### config.mk
export PLATFORM = sky130hd
export DESIGN_NAME = dht_ram
export DESIGN_NICKNAME = d
export VERILOG_FILES = /design/src/hw/rtl/dht_ram.sv
export SDC_FILE = /design/constraint.sdc
export NUM_CORES = 2
export LEC_CHECK = 0
export BUFFER_PORTS_ARGS = -buffer_cell sky130_fd_sc_hd__buf_2
export CAP_MARGIN = 10
export CORE_ASPECT_RATIO = 0.5
export CORE_MARGIN = 1.5
export CORE_UTILIZATION = 45
export CTS_CLUSTER_DIAMETER = 100
export CTS_CLUSTER_SIZE = 40
export DETAILED_ROUTE_END_ITERATION = 16
export GPL_ROUTABILITY_DRIVEN = 0
export GPL_TIMING_DRIVEN = 0
export RECOVER_POWER = 100
export SLEW_MARGIN = 20
export SYNTH_ARGS = -nofsm -noshare
export SYNTH_HDL_FRONTEND = slang
export SYNTH_SLANG_ARGS = --single-unit
### constraint.sdc
create_clock -name clk -period 6.7 [get_ports clk]
set_clock_uncertainty 0.15 [all_clocks]
set_input_delay 0.335 -clock clk [delete_from_list [all_inputs] [get_ports clk]]
set_output_delay 0.335 -clock clk [all_outputs]
set_load 0.01 [all_outputs]
### src/hw/rtl/dht_ram.sv
// Generic single write port, single read port RAM with registered read data.
module dht_ram #(
  parameter int WIDTH = 8,
  parameter int DEPTH = 256
) (
  input  logic                     clk,
  input  logic                     we,
  input  logic [$clog2(DEPTH)-1:0] waddr,
  input  logic [WIDTH-1:0]         wdata,
  input  logic [$clog2(DEPTH)-1:0] raddr,
  output logic [WIDTH-1:0]         rdata
);

  logic [WIDTH-1:0] mem [DEPTH];

  // Write and registered read.
  always_ff @(posedge clk) begin
    if (we) begin
      mem[waddr] <= wdata;
    end
    rdata <= mem[raddr];
  end

endmodule

After elaboration in Yosys (flattened, before gate mapping)
Memories as Yosys holds them, arrays and structs flattened. A register that Yosys moved wholly into a read port is not among the register bits.
Cells that the tools add are included.

cells by class
  mux-type cells = 2

operators with widths
  operator           number
  1-bit two-way mux  2

word-level totals
  flip-flop bits (word level) = 0
  memory bits (writable) = 2048
  input bits = 26
  output and inout bits = 8
  logic and storage cells = 3
  memories = 1

memories
  name  depth  bits a word  read ports  clocked after memory_dff  wr ports  RTL line  RTL
  mem   256    8            1           1                         1         14        logic [WIDTH-1:0] mem [DEPTH];

Logic depth before layout (Yosys ltp)
  word-level depth = 2
  depth in mapped cells = 11
  gate-level depth less buffers = 6

Worst setup path after synthesis
Ideal clock, no wire load.

  kind = input to register
  start = input raddr[0]
  end = register rdata[2], read port of mem
  library setup time = 0.131 ns
  data arrival time = 2.142 ns
  required time = 6.419 ns
  setup slack = 4.277 ns
  stages = 9
  buffers on the path = 4
  cell sequence = buf_6 > buf_12 > buf_8 > buf_2 > mux4_2 > a22oi_1 > a21oi_1 > nor4_1 > nor4_2

RTL lines
  item             RTL line  RTL
  start, declared  10        input logic [$clog2(DEPTH)-1:0] raddr,
  end, declared    11        output logic [WIDTH-1:0] rdata

==> impl_results.md <==
* Largest net degree at the start of global routing at 134
* Hold_ws at 0.319 ns
* Die width at 598 um
* Failing checks: capacitance limit, slew limit
* Final #Nets at 3885
* Worst vdd ir at 0.250 mV
* Routed WL at 242 mm
* Fmax at 183 MHz
* Quantity of gates resized following cts at 0
* Hold Vio Cnt, Final at 0
* DR WL/cell at 38.6 um
* GRT overflow at 0
* Reg area at 0.0617 mm^2
* Root Buffer: clkbuf_16
* Core Footprint at 0.174 mm^2
* Placed insts at 6156
* Relative slew slack at -199%
* DR vias/cell at 6.56
* Total negative setup slack at 0 ns
* Slowest stage cell, crit path: clkbuf_1
* Site row count at 108
* Die area at 0.179 mm^2
* # H-tree levels at 2
* Leakage at 25.1 nW
* Async S/R FF share, synth at 0%
* Clock latency on the worst-skew pair at 0.78 ns
* Post-detail-place hpwl at 165 mm
* Port Buffers at 26
* PwrDens at 248 mW/mm^2
* Post-Synthesis Cell Area at 0.0796 mm^2
* YS warnings at 0
* Post-synth EDFFs at 2048
* CP Cell Sequence: clkbuf_1, clkbuf_1, and2_0, clkbuf_1, clkbuf_1, a22oi_1, a21oi_1, nor4_2, clkbuf_1, nor4_1
* Crit path buf inv count at 5
* CTS buffer count at 57
* Min Tclk post-route at 5.45 ns
* Final non-filler cell total at 6256
* Crit. End Element: register
* GRT Util Overall at 26.8%
* Initial Util at 45.6%
* Synth unique cells at 55
* Clk pin slew, worst setup/hold paths at 0.15 ns
* CTS sink cnt at 2056
* Multi-input gate area at 0.0165 mm^2
* Vias in the first global route at 39349
* Synthesized instance count at 3733
* Min-Delay Path Class: input port to register
* Status: finished with violations
* CP Max Fanout at 10
* CTS tree: done
* Clock Path Buffers at 3
* Critical Path RT at 7.12 ns
* Setup slack after placement at 1.55 ns
* Layout cells sized above 1 at 17.8%
* Worst slew pin tran at 4.48 ns
* Startpoint Class: input port
* First-pass GRT wire length at 326 mm
* Avg Synthesized Cell Area at 21.3 um^2
* DRC violation count after routing at 0
* Ports at 34
* Routed vias at 41016
* Crit path DAT at 5.87 ns
* Slack of the critical path at 1.25 ns
* RSZ-0062 raised after global routing: false
* Net Count, Synth at 3759
* Crit-path max cell delay at 1.16 ns
* Max Slew Vio Count at 882
* Crit path top cell by count: clkbuf_1
* Area grow syn2layout at 6.78%
* Register area share after synthesis at 77.5%
* Initial antenna violation count at 16
* Max Cap Violations at 23
* Pre-Repair DR Iteration Count at 6
* Initial drt markers at 7076
* Seq cells post-synth at 2056
* Family with the most delay on the worst path: buffers and inverters
* Primary FF master, synth: edfxtp_1
* Fin crit share at 81.4%
* Setup CP Type: input port to register
* # fillers at 14032
* Setup violators final at 0
* Routed Antenna Nets at 0
* Height of the die at 300 um
## placed cells by master (no fill, tap or decap), types with 5 or more instances in the layout
master and n:
a211oi_1 16, a21oi_1 96, a221oi_1 11, a22o_1 8, a22oi_1 133, and2_1 5
buf_1 13, buf_12 8, buf_16 16, buf_2 45, buf_4 29, buf_6 21
buf_8 15, clkbuf_1 151, clkbuf_16 59, clkbuf_2 17, dfxtp_1 8, diode_2 6
dlygate4sd3_1 8, edfxtp_1 2048, mux2i_1 134, mux4_2 454, nand2_1 33, nand2b_1 8
nand3_1 34, nand4_1 10, nor2_1 282, nor2b_1 31, nor3_1 22, nor4_1 19
nor4_2 8, o211ai_1 10, o21ai_0 10, o221ai_1 46, o22a_1 5, o22ai_1 28
## final timing paths
kind	from	endpoint	slack, ns	cells after the start
max	raddr[2]	rdata[4]$_DFF_P_	1.25	10
min	waddr[1]	mem[203][1]$_DFFE_PP_	0.32	3
max reg2reg	mem[211][5]$_DFFE_PP_	rdata[5]$_DFF_P_	2.92	6
min reg2reg	mem[165][1]$_DFFE_PP_	rdata[1]$_DFF_P_	1.26	5
## cell usage after synthesis (8+ instances only)
library cell | number | area, um^2
o221ai_1 | 46 | 403
mux4_2 | 454 | 10200
a22oi_1 | 133 | 998
a21oi_1 | 96 | 480
a211oi_1 | 16 | 120
o211ai_1 | 10 | 75.1
dfxtp_1 | 8 | 160
a221oi_1 | 13 | 114
buf_4 | 27 | 203
clkbuf_1 | 111 | 417
o22ai_1 | 28 | 175
nor2b_1 | 31 | 194
edfxtp_1 | 2048 | 61500
buf_2 | 31 | 155
mux2i_1 | 134 | 1340
nor2_1 | 282 | 1060
buf_6 | 21 | 236
nand3_1 | 34 | 170
nor3_1 | 22 | 110
nand2b_1 | 8 | 50.1
buf_1 | 22 | 82.6
nor4_1 | 24 | 150
a22o_1 | 8 | 70.1
nand2_1 | 33 | 124
buf_8 | 13 | 195
buf_12 | 8 | 160
nand4_1 | 10 | 62.6
o21ai_0 | 10 | 50.1
## worst reg2reg max path: stages (launching register included)
cell	delay (ns)
edfxtp_1	0.39
mux4_2	0.47
a22o_1	0.29
a221oi_1	1.03
o32ai_1	0.57
nor3_1	0.46
nor4_1	0.19
## final cells by class
| class | count | share of cell area [%] |
|---|---|---|
| Sequential cell | 2056 | 72.6 |
| Clock buffer | 83 | 1.84 |
| Buffer | 233 | 1.73 |
| Clock inverter | 2 | 0.0457 |
| Tap cell | 2365 | 3.48 |
| Timing Repair Buffer | 67 | 0.862 |
| Inverter | 2 | 0.00884 |
| Antenna cell | 6 | 0.0177 |
| Multi-Input combinational cell | 1442 | 19.4 |
## per-stage QoR
stage                     power, W  instance area (um^2)  util, %
final                       0.0211                 85000     48.7
after global routing        0.0215                 84900     48.7
after CTS                   0.0210                 85300     48.9
after detailed placement    0.0160                 83600     47.9
after global placement      0.0160                 82600     47.4
after floorplan             0.0152                 79600        -
## power by group
| group | total (W) | internal [W] | switching (W) |
|---|---|---|---|
| Combinational | 0.00155 | 0.000465 | 0.00108 |
| Clock | 0.00534 | 0.00166 | 0.00368 |
| Sequential | 0.0142 | 0.0142 | 0.00000896 |
## metal layers
layer,vias up,GRT usage (%),routed length (um)
li1,15786,-,-
met4,4,7.01,7280
met1,22289,40.0,97300
met5,-,0,197
met2,2634,39.5,107000
met3,303,6.74,30200
## state kept, by name, summed over array words and instances (netlist names)
signal,count
mem,2048
rdata,8
## repair_timing
action	4_1_cts	5_1_grt
setup buffers	0	0
hold buffers	8	0
endpoints found under the hold margin	456	0
## kinds of logic after synthesis
logic type | Yosys count | synth area share (%)
AOI/OAI and AO/OA | 385 | 3.42
buffers and inverters | 235 | 1.83
DFF | 2056 | 77.5
and+or+nand+nor | 466 | 2.63
muxes | 591 | 14.6
Power figures use the tool's default switching activity.
